File: src/design/mclp_pkg.sv
// Package for the multi-channel LED PWM block.
// Holds sizes, command codes and the word types of both channels; no dependencies.
package mclp_pkg;

    localparam int CHANNELS    = 30;
    localparam int FRAME_TICKS = 128;

    localparam int PATTERN_W = 30;
    localparam int ADDR_W    = 5;
    localparam int DUTY_W    = 8;
    localparam int TICK_W    = (FRAME_TICKS > 1) ? $clog2(FRAME_TICKS) : 1;
    // Internal pattern vector wide enough for every channel and every output bit.
    localparam int WIDE_W    = (CHANNELS > PATTERN_W) ? CHANNELS : PATTERN_W;

    localparam logic CMD_TICK  = 1'b0;
    localparam logic CMD_WRITE = 1'b1;

    typedef struct packed {
        logic              command;
        logic [ADDR_W-1:0] led_address;
        logic [DUTY_W-1:0] duty;
        logic              is_led_module;
    } t_in_word;

    typedef struct packed {
        logic [PATTERN_W-1:0] led_pattern;
        logic                 write_accepted;
    } t_out_word;

endpackage

File: src/design/mclp_core.sv
// PWM state and per-word computation: duty store, on-counters, frame position.
// Uses mclp_pkg for sizes, command codes and word types.
module mclp_core (
    input  logic                i_clk,
    input  logic                i_rst_n,
    input  logic                i_push,
    input  mclp_pkg::t_in_word  i_word,
    output mclp_pkg::t_out_word o_word
);

    logic [mclp_pkg::DUTY_W-1:0]    r_duty [mclp_pkg::CHANNELS];
    logic [mclp_pkg::DUTY_W-1:0]    n_duty [mclp_pkg::CHANNELS];
    logic [mclp_pkg::DUTY_W-1:0]    r_rem  [mclp_pkg::CHANNELS];
    logic [mclp_pkg::DUTY_W-1:0]    n_rem  [mclp_pkg::CHANNELS];
    logic [mclp_pkg::TICK_W-1:0]    r_tick;
    logic [mclp_pkg::TICK_W-1:0]    n_tick;
    logic [mclp_pkg::PATTERN_W-1:0] r_last;
    logic [mclp_pkg::PATTERN_W-1:0] n_last;

    logic                          is_write;
    logic                          addr_ok;
    logic                          wr_en;
    logic [mclp_pkg::WIDE_W-1:0]   wide_pattern;
    logic [mclp_pkg::DUTY_W-1:0]   cur;

    assign is_write = (i_word.command == mclp_pkg::CMD_WRITE);
    assign addr_ok  = (i_word.led_address != '0) &&
                      (32'(i_word.led_address) <= mclp_pkg::CHANNELS);
    assign wr_en    = is_write && i_word.is_led_module && addr_ok;

    always_comb begin
        wide_pattern = '0;
        n_tick       = r_tick;
        n_last       = r_last;
        cur          = '0;
        for (int ch = 0; ch < mclp_pkg::CHANNELS; ch++) begin
            n_duty[ch] = r_duty[ch];
            n_rem[ch]  = r_rem[ch];
        end
        if (i_push && is_write) begin
            for (int ch = 0; ch < mclp_pkg::CHANNELS; ch++) begin
                if (wr_en && (32'(i_word.led_address) == ch + 1)) begin
                    n_duty[ch] = i_word.duty;
                end
            end
        end else if (i_push) begin
            // The first tick of a frame reloads every counter from its duty.
            for (int ch = 0; ch < mclp_pkg::CHANNELS; ch++) begin
                cur = (r_tick == '0) ? r_duty[ch] : r_rem[ch];
                if (cur != '0) begin
                    wide_pattern[ch] = 1'b1;
                    n_rem[ch]        = cur - 1'b1;
                end else begin
                    n_rem[ch] = cur;
                end
            end
            n_last = wide_pattern[mclp_pkg::PATTERN_W-1:0];
            if (r_tick == mclp_pkg::TICK_W'(mclp_pkg::FRAME_TICKS - 1)) begin
                n_tick = '0;
            end else begin
                n_tick = r_tick + 1'b1;
            end
        end
    end

    always_comb begin
        o_word.write_accepted = wr_en;
        o_word.led_pattern    = is_write ? r_last : n_last;
    end

    always_ff @(posedge i_clk) begin
        if (!i_rst_n) begin
            r_tick <= '0;
            r_last <= '0;
            for (int ch = 0; ch < mclp_pkg::CHANNELS; ch++) begin
                r_duty[ch] <= '0;
                r_rem[ch]  <= '0;
            end
        end else begin
            r_tick <= n_tick;
            r_last <= n_last;
            for (int ch = 0; ch < mclp_pkg::CHANNELS; ch++) begin
                r_duty[ch] <= n_duty[ch];
                r_rem[ch]  <= n_rem[ch];
            end
        end
    end

endmodule

File: src/design/mclp_skid.sv
// Two-entry output buffer for result words, so one more word is taken while
// the consumer stalls. Uses mclp_pkg for the result word type.
module mclp_skid (
    input  logic                i_clk,
    input  logic                i_rst_n,
    input  logic                i_push,
    input  mclp_pkg::t_out_word i_word,
    output logic                o_space,
    output logic                o_valid,
    input  logic                i_ready,
    output mclp_pkg::t_out_word o_word
);

    logic                r_v0;
    logic                r_v1;
    logic                n_v0;
    logic                n_v1;
    mclp_pkg::t_out_word r_q0;
    mclp_pkg::t_out_word r_q1;
    mclp_pkg::t_out_word n_q0;
    mclp_pkg::t_out_word n_q1;
    logic                pop;

    assign pop     = r_v0 && i_ready;
    assign o_space = !r_v1;
    assign o_valid = r_v0;
    assign o_word  = r_q0;

    always_comb begin
        n_v0 = r_v0;
        n_v1 = r_v1;
        n_q0 = r_q0;
        n_q1 = r_q1;
        if (pop) begin
            if (r_v1) begin
                n_q0 = r_q1;
                if (i_push) begin
                    n_q1 = i_word;
                end else begin
                    n_v1 = 1'b0;
                end
            end else if (i_push) begin
                n_q0 = i_word;
            end else begin
                n_v0 = 1'b0;
            end
        end else if (i_push) begin
            if (!r_v0) begin
                n_q0 = i_word;
                n_v0 = 1'b1;
            end else begin
                n_q1 = i_word;
                n_v1 = 1'b1;
            end
        end
    end

    always_ff @(posedge i_clk) begin
        if (!i_rst_n) begin
            r_v0 <= 1'b0;
            r_v1 <= 1'b0;
        end else begin
            r_v0 <= n_v0;
            r_v1 <= n_v1;
        end
    end

    always_ff @(posedge i_clk) begin
        r_q0 <= n_q0;
        r_q1 <= n_q1;
    end

endmodule

File: src/design/multi_channel_led_pwm.sv
// Multi-channel LED PWM: one word in, one result word out. A result is computed
// combinationally in mclp_core and registered in mclp_skid. Throughput is one word
// per cycle while the buffer has space, set by the parallel update of all channel
// counters in mclp_core; the two-entry buffer takes one more word on a stall.
// Synchronous active-low reset clears duties, counters, frame position, pattern.
// Depends on mclp_pkg, mclp_core and mclp_skid.
module multi_channel_led_pwm (
    input  logic                i_clk,
    input  logic                i_rst_n,
    input  logic                i_in_valid,
    output logic                o_in_ready,
    input  mclp_pkg::t_in_word  i_in_word,
    output logic                o_out_valid,
    input  logic                i_out_ready,
    output mclp_pkg::t_out_word o_out_word
);

    logic                push;
    logic                space;
    mclp_pkg::t_out_word core_word;

    assign o_in_ready = space;
    assign push       = i_in_valid && space;

    mclp_core u_core (
        .i_clk   (i_clk),
        .i_rst_n (i_rst_n),
        .i_push  (push),
        .i_word  (i_in_word),
        .o_word  (core_word)
    );

    mclp_skid u_skid (
        .i_clk   (i_clk),
        .i_rst_n (i_rst_n),
        .i_push  (push),
        .i_word  (core_word),
        .o_space (space),
        .o_valid (o_out_valid),
        .i_ready (i_out_ready),
        .o_word  (o_out_word)
    );

endmodule
File: config.mk
export PLATFORM = sky130hd
export DESIGN_NAME = multi_channel_led_pwm
export DESIGN_NICKNAME = d
export VERILOG_FILES = /design/src/design/mclp_pkg.sv /design/src/design/mclp_core.sv /design/src/design/mclp_skid.sv /design/src/design/multi_channel_led_pwm.sv
export SDC_FILE = /design/constraint.sdc
export NUM_CORES = 2
export LEC_CHECK = 0
export ABC_AREA = 1
export BUFFER_PORTS_ARGS = -buffer_cell sky130_fd_sc_hd__buf_4
export CAP_MARGIN = 40
export CORE_MARGIN = 1
export CORE_UTILIZATION = 64
export DETAILED_ROUTE_END_ITERATION = 16
export PLACE_DENSITY = 0.81
export SKIP_LAST_GASP = 1
export SLEW_MARGIN = 20
export SYNTH_ARGS = -nofsm -noshare
export SYNTH_HDL_FRONTEND = slang
export SYNTH_HIERARCHICAL = 1
export SYNTH_SLANG_ARGS = --single-unit
File: constraint.sdc
create_clock -name i_clk -period 3.5 [get_ports i_clk]
set_clock_uncertainty 0.15 [all_clocks]
set_input_delay 0 -clock i_clk [delete_from_list [all_inputs] [get_ports i_clk]]
set_output_delay 0 -clock i_clk [all_outputs]
set_load 0.01 [all_outputs]
# After elaboration in Yosys (flattened, before gate mapping)
# Memories as Yosys holds them, arrays and structs flattened.
# Index checks and enable logic that the tools add are counted.
word_totals:
  reg_bits: 101
  latch_bits: 0
  mem_bits_rw: 480
  mem_bits_ro: 0
  inputBits: 19
  word_cells: 423
  n_memories: 2
mem_list:
  columns: ["memory", "words", "width", "rd", "rd_clocked_by_memory_dff", "wr", "line_no", "rtl"]
  rows:
  - ["u_core.r_duty", 30, 8, 30, 0, 30, "mclp_core.sv:11", "logic [mclp_pkg::DUTY_W-1:0] r_duty [mclp_pkg::CHANNELS];"]
  - ["u_core.r_rem", 30, 8, 30, 0, 30, "mclp_core.sv:13", "logic [mclp_pkg::DUTY_W-1:0] r_rem [mclp_pkg::CHANNELS];"]
classes:
  addsub: 31
  mul: 0
  div_mod_pow: 0
  n_lt_le_gt_ge: 1
  n_eq_ne: 36
  shift: 0
  n_mux: 207
  bitwise: 61
  reduce_logical: 77
ops:
  columns: ["op", "n"]
  rows:
  - ["$mux W8", 150]
  - ["$mux W240", 3]
  - ["$mux W31", 9]
  - ["$reduce_bool A8 Y1", 30]
  - ["$sub A8 B1 Y8 const B", 30]
  - ["$mux W30", 3]
  - ["$eq A5 B5 Y1 const B", 15]
  - ["$or A1 B1 Y1", 60]
  - ["$mux W1", 41]
  - ["$eq A5 B4 Y1 const B", 8]
  - ["$logic_and A1 B1 Y1", 36]
  - ["$eq A5 B3 Y1 const B", 4]
  - ["$eq A5 B2 Y1 const B", 2]
  - ["$ne A2 B2 Y1 const B", 4]
  - ["$add A7 B1 Y7 const B", 1]
  - ["$eq A7 B7 Y1 const B", 1]
  - ["$logic_not A7 Y1", 1]
  - ["$mux W7", 1]
  - ["$reduce_and A3 Y1", 2]
  - ["$reduce_bool A2 Y1", 3]
  - ["$eq A5 B1 Y1 const B", 1]
  - ["$le A5 B5 Y1 const B", 1]
  - ["$reduce_bool A5 Y1", 1]
  - ["$reduce_and A2 Y1", 2]
  - ["other kinds (4)", 4]

# Logic depth before layout (Yosys ltp)
logic_depth:
  depth_word: 10
  depth_mapped: 21

# By module
# Netlist, hierarchy kept.
by_module_without_submodules:
  columns: ["module", "n_inst", "cells_each", "area_per_inst_um2", "seq_area_each_um2"]
  rows:
  - ["mclp_core", 1, 4974, 30295.3, 10349.9]
  - ["mclp_skid", 1, 181, 2414.8, 1901.8]
  - ["multi_channel_led_pwm", 1, 2, 7.5, 0.0]

# Worst setup path after synthesis
# No wires, ideal clock.
synth_path:
  path_type: "reg2reg"
  startpoint: "register u_core/r_tick[1] (netlist bit)"
  endpoint: "register u_skid.r_q0, in the netlist u_skid/o_word[26] (data pin)"
  setup_time_ps: 252
  t_arrival_ps: 2306
  path_slack_ps: 792
  stages_incl_launch_ff: 20
  n_path_buf: 2
  period_less_slack_ps: 2708
  cell_sequence: "dfxtp_1 > inv_1 > ha_1 > inv_1 > nor2_4 > nand3_2 > buf_2 > buf_1 > nand2_1 > nand2_1 > ha_1 > inv_1 > nor2_1 > nand2_1 > nor2_1 > nor2_2 > inv_2 > nand2_1 > nand2_1 > nand2_1"
synth_lines:
  columns: ["element", "line_no", "rtl"]
  rows:
  - ["start, declared", "mclp_core.sv:15", "logic [mclp_pkg::TICK_W-1:0] r_tick;"]
  - ["start signal, assigned", "mclp_core.sv:80", "r_tick <= n_tick;"]
  - ["end signal, assigned", "mclp_skid.sv:69", "r_q0 <= n_q0;"]
  - ["end, declared", "mclp_skid.sv:18", "mclp_pkg::t_out_word r_q0;"]

==> out/qor.yml <==
clkPwrFrac: 0.376
cts_tree: "done"
first_pass_iters: 6
slowest_stage: "dlygate4sd3_1"
arrival_ns: 3.54
antenna_found_initial: 0
gr-usage-all-layers: 0.334
synth_warnings: 6
rsz0062_at_grt: "false"
routed_wirelength_mm: 88.1
pre_cts_ws_ns: 0.431
grt_pass1_wl_mm: 145
port-buffer-count: 51
vias: 32200
slew_viol_final: 0
finalCritPeriodShare: 0.898
worst_slew_pin_slew_ns: 0.739
drt-initial-drc-count: 3032
layout_setup_ws_ns: 0.356
std_cell_rows: 82
p_int_mw: 12.6
setup_viol: 0
cts.sinks: 581
pwr-share-seq: 0.401
synth_nets: 5238
root_buffer: "clkbuf_16"
htreeDepth: 2
dieHeight_um: 228
fp.dieW_um: 228
final.setup.tns_ns: 0
fin_util: 0.717
power_frac_comb: 0.223
core_area_um2: 50300
max_stage_delay_ns: 0.72
hp-class: "primary input to register"
syn_inst: 5157
final_nets: 5187
clkSlewWorstSetupHoldPaths_ns: 0.06
yosysSeqAreaShare: 0.374
p_sw_frac: 0.307
clock_latency_ns: 0.63
wire_per_inst_um: 15.1
total_power_mw: 18.2
final_antenna_net_count: 0
worstSetupStartpointType: "register"
finalHoldViolCount: 0
drive_above_1_share: 0.0608
crit_required_ns: 3.90
gp_congestion: 0.927
antenna_cells: 0
avgSynthCellArea_um2: 6.34
syn_area_um2: 32700
cts-buffers-inserted: 61
grt_max_degree: 104
cts_setup_buffers: 0
dieArea_um2: 52000
hold_buffers: 26
grt_pass1_vias: 29500
max_freq_mhz: 318
final.min_clock_period_ns: 3.14
power.density_nw_per_um2: 504
vias_per_cell: 5.53
initial_core_util: 0.651
drc_errors: 0
place_hpwl_mm: 54.6
cts_buffer_depth: 3
crit_path_max_fanout: 7
timing.critical_path.cells: "inv_2 > nand2_1 > inv_1 > nand2_1 > nor2_1 > clkinv_1 > nor2_1 > dlygate4sd3_1 > nand3_1 > a21oi_1"
io_pins: 52
leakage_nw: 16.6
p_switching_mw: 5.58
yosys_register_bits: 581
cts_resized: 0
whs_ns: 0.228
ys_types: 36
status: "finished clean"
setup.worst_path.class: "register to register"
irDropWorstVdd_mv: 0.411
max_cap_violations: 0
area_growth_pct: 10.2
maxSlewHeadroom: 0.507
grt_overflow: 0
crit_path_end_kind: "register"
synth_stat cells:
cell      instances  area share
a211oi_1          1     0.00023
nand2_2           1     0.00019
a21oi_1         375       0.057
nor2_4           13      0.0045
nand2_1        1581        0.18
nor2_2           31      0.0059
o21ai_0         272       0.042
a21boi_1          5      0.0011
ha_1             62       0.024
edfxtp_1         62       0.057
buf_2            93       0.014
o21ai_2          10      0.0027
nand3_2           1     0.00031
inv_2            33      0.0038
nor2_8            1     0.00061
a21boi_0         16      0.0037
o21bai_1          1     0.00023
xor2_1           16      0.0043
inv_6             1     0.00027
clkinv_1          1     0.00011
a31oi_1           1     0.00019
clkbuf_1        150       0.017
nor2_1          595       0.068
buf_4             1     0.00023
xnor2_1          11      0.0029
nand4_1         263       0.050
dfxtp_1         519        0.32
o21ai_1          77       0.012
nor3_1            2     0.00031
buf_1            15      0.0017
nand3b_1         44       0.010
buf_6             6      0.0021
nand3_1         275       0.042
o21a_1            1     0.00023
o211ai_1          6      0.0014
inv_1           615       0.071
metrics by stage:
stage / cell area [um2] / instances
after floorplan: 32700 / 5157
after global placement: 33600 / 5687
after detailed placement: 33700 / 5689
after CTS: 36100 / 5824
after global routing: 36100 / 5824
final: 36100 / 5824
layer usage:
layer / vias up / GRT usage / wire length [um]
met3: 187 / 0.0584 / 7060
met1: 14600 / 0.448 / 39600
met4: 0 / 0.121 / 2720
li1: 16400 / - / -
met5: - / 0 / 0
met2: 1025 / 0.540 / 38700
state kept, by name, indices dropped and copies added (netlist names):
| name | flops |
|---|---|
| u_core/r_duty | 240 |
| u_core/r_rem | 240 |
| u_skid/o_word | 31 |
| u_skid/r_q1 | 31 |
| u_core/r_last | 30 |
| u_core/r_tick | 7 |
| u_skid/o_valid | 1 |
| u_skid/r_v1 | 1 |
final timing paths:
check,end,slack (ns),cells after the start,from
worst max-delay path,u_core/r_duty[1][87],0.36,10,u_skid/r_v1
worst min-delay path,u_core/r_duty[1][48],0.23,8,i_in_valid
worst max register to register,u_core/r_duty[1][87],0.36,10,u_skid/r_v1
worst min register to register,u_core/r_duty[0][90],0.30,2,u_core/r_duty[0][90]
final cells by class:
| type | instances | area (um2) |
|---|---|---|
| sequential | 581 | 12300 |
| inverter | 650 | 2460 |
| fill | 4400 | 14200 |
| timing repair buffer | 151 | 1520 |
| multi-input combinational | 3661 | 16900 |
| tap | 672 | 841 |
| clock inverter | 18 | 278 |
| clock buffer | 91 | 1850 |
worst max-delay path, delay by kind of cell, from the launching register on:
kind / cells / cell delay [ns]
compound gates: 1 / 0.17
buf+inv: 4 / 1.28
flops: 1 / 0.33
simple gates: 5 / 1.12
layout by cell type (no fill, tap or decap), drive strengths merged, types with 2 or more instances in the layout:
cell,instances
xor2,16
dfxtp,519
nor3,2
dlygate4sd3,26
inv,648
clkinv,8
o211ai,6
nand3b,44
nor2,640
o21ai,359
nand4,263
a21boi,21
xnor2,11
nand3,276
bufinv,7
clkbuf,91
nand2,1582
buf,125
edfxtp,62
clkinvlp,5
ha,62
a21oi,375
power by group through the flow:
stage	Clock (mW)	Combinational (mW)	Sequential, mW
floorplan	0	3.05	7.38
global placement	0	3.87	7.41
detailed placement	0	3.94	7.42
CTS	6.91	4.00	7.28
global route	7.18	4.63	7.32
finish	6.82	4.05	7.29
logic make-up after synthesis:
kind of cell             Yosys count  synth area share
AO/OA/AOI/OAI                    765             0.121
XOR/XNOR                          27           0.00723
adder cells (fa/ha/maj)           62            0.0237
buffers and inverters            915             0.110
flip-flops                       581             0.374
AND/OR/NAND/NOR                 2807             0.364
No activity file was read; power rests on OpenSTA's default activity.
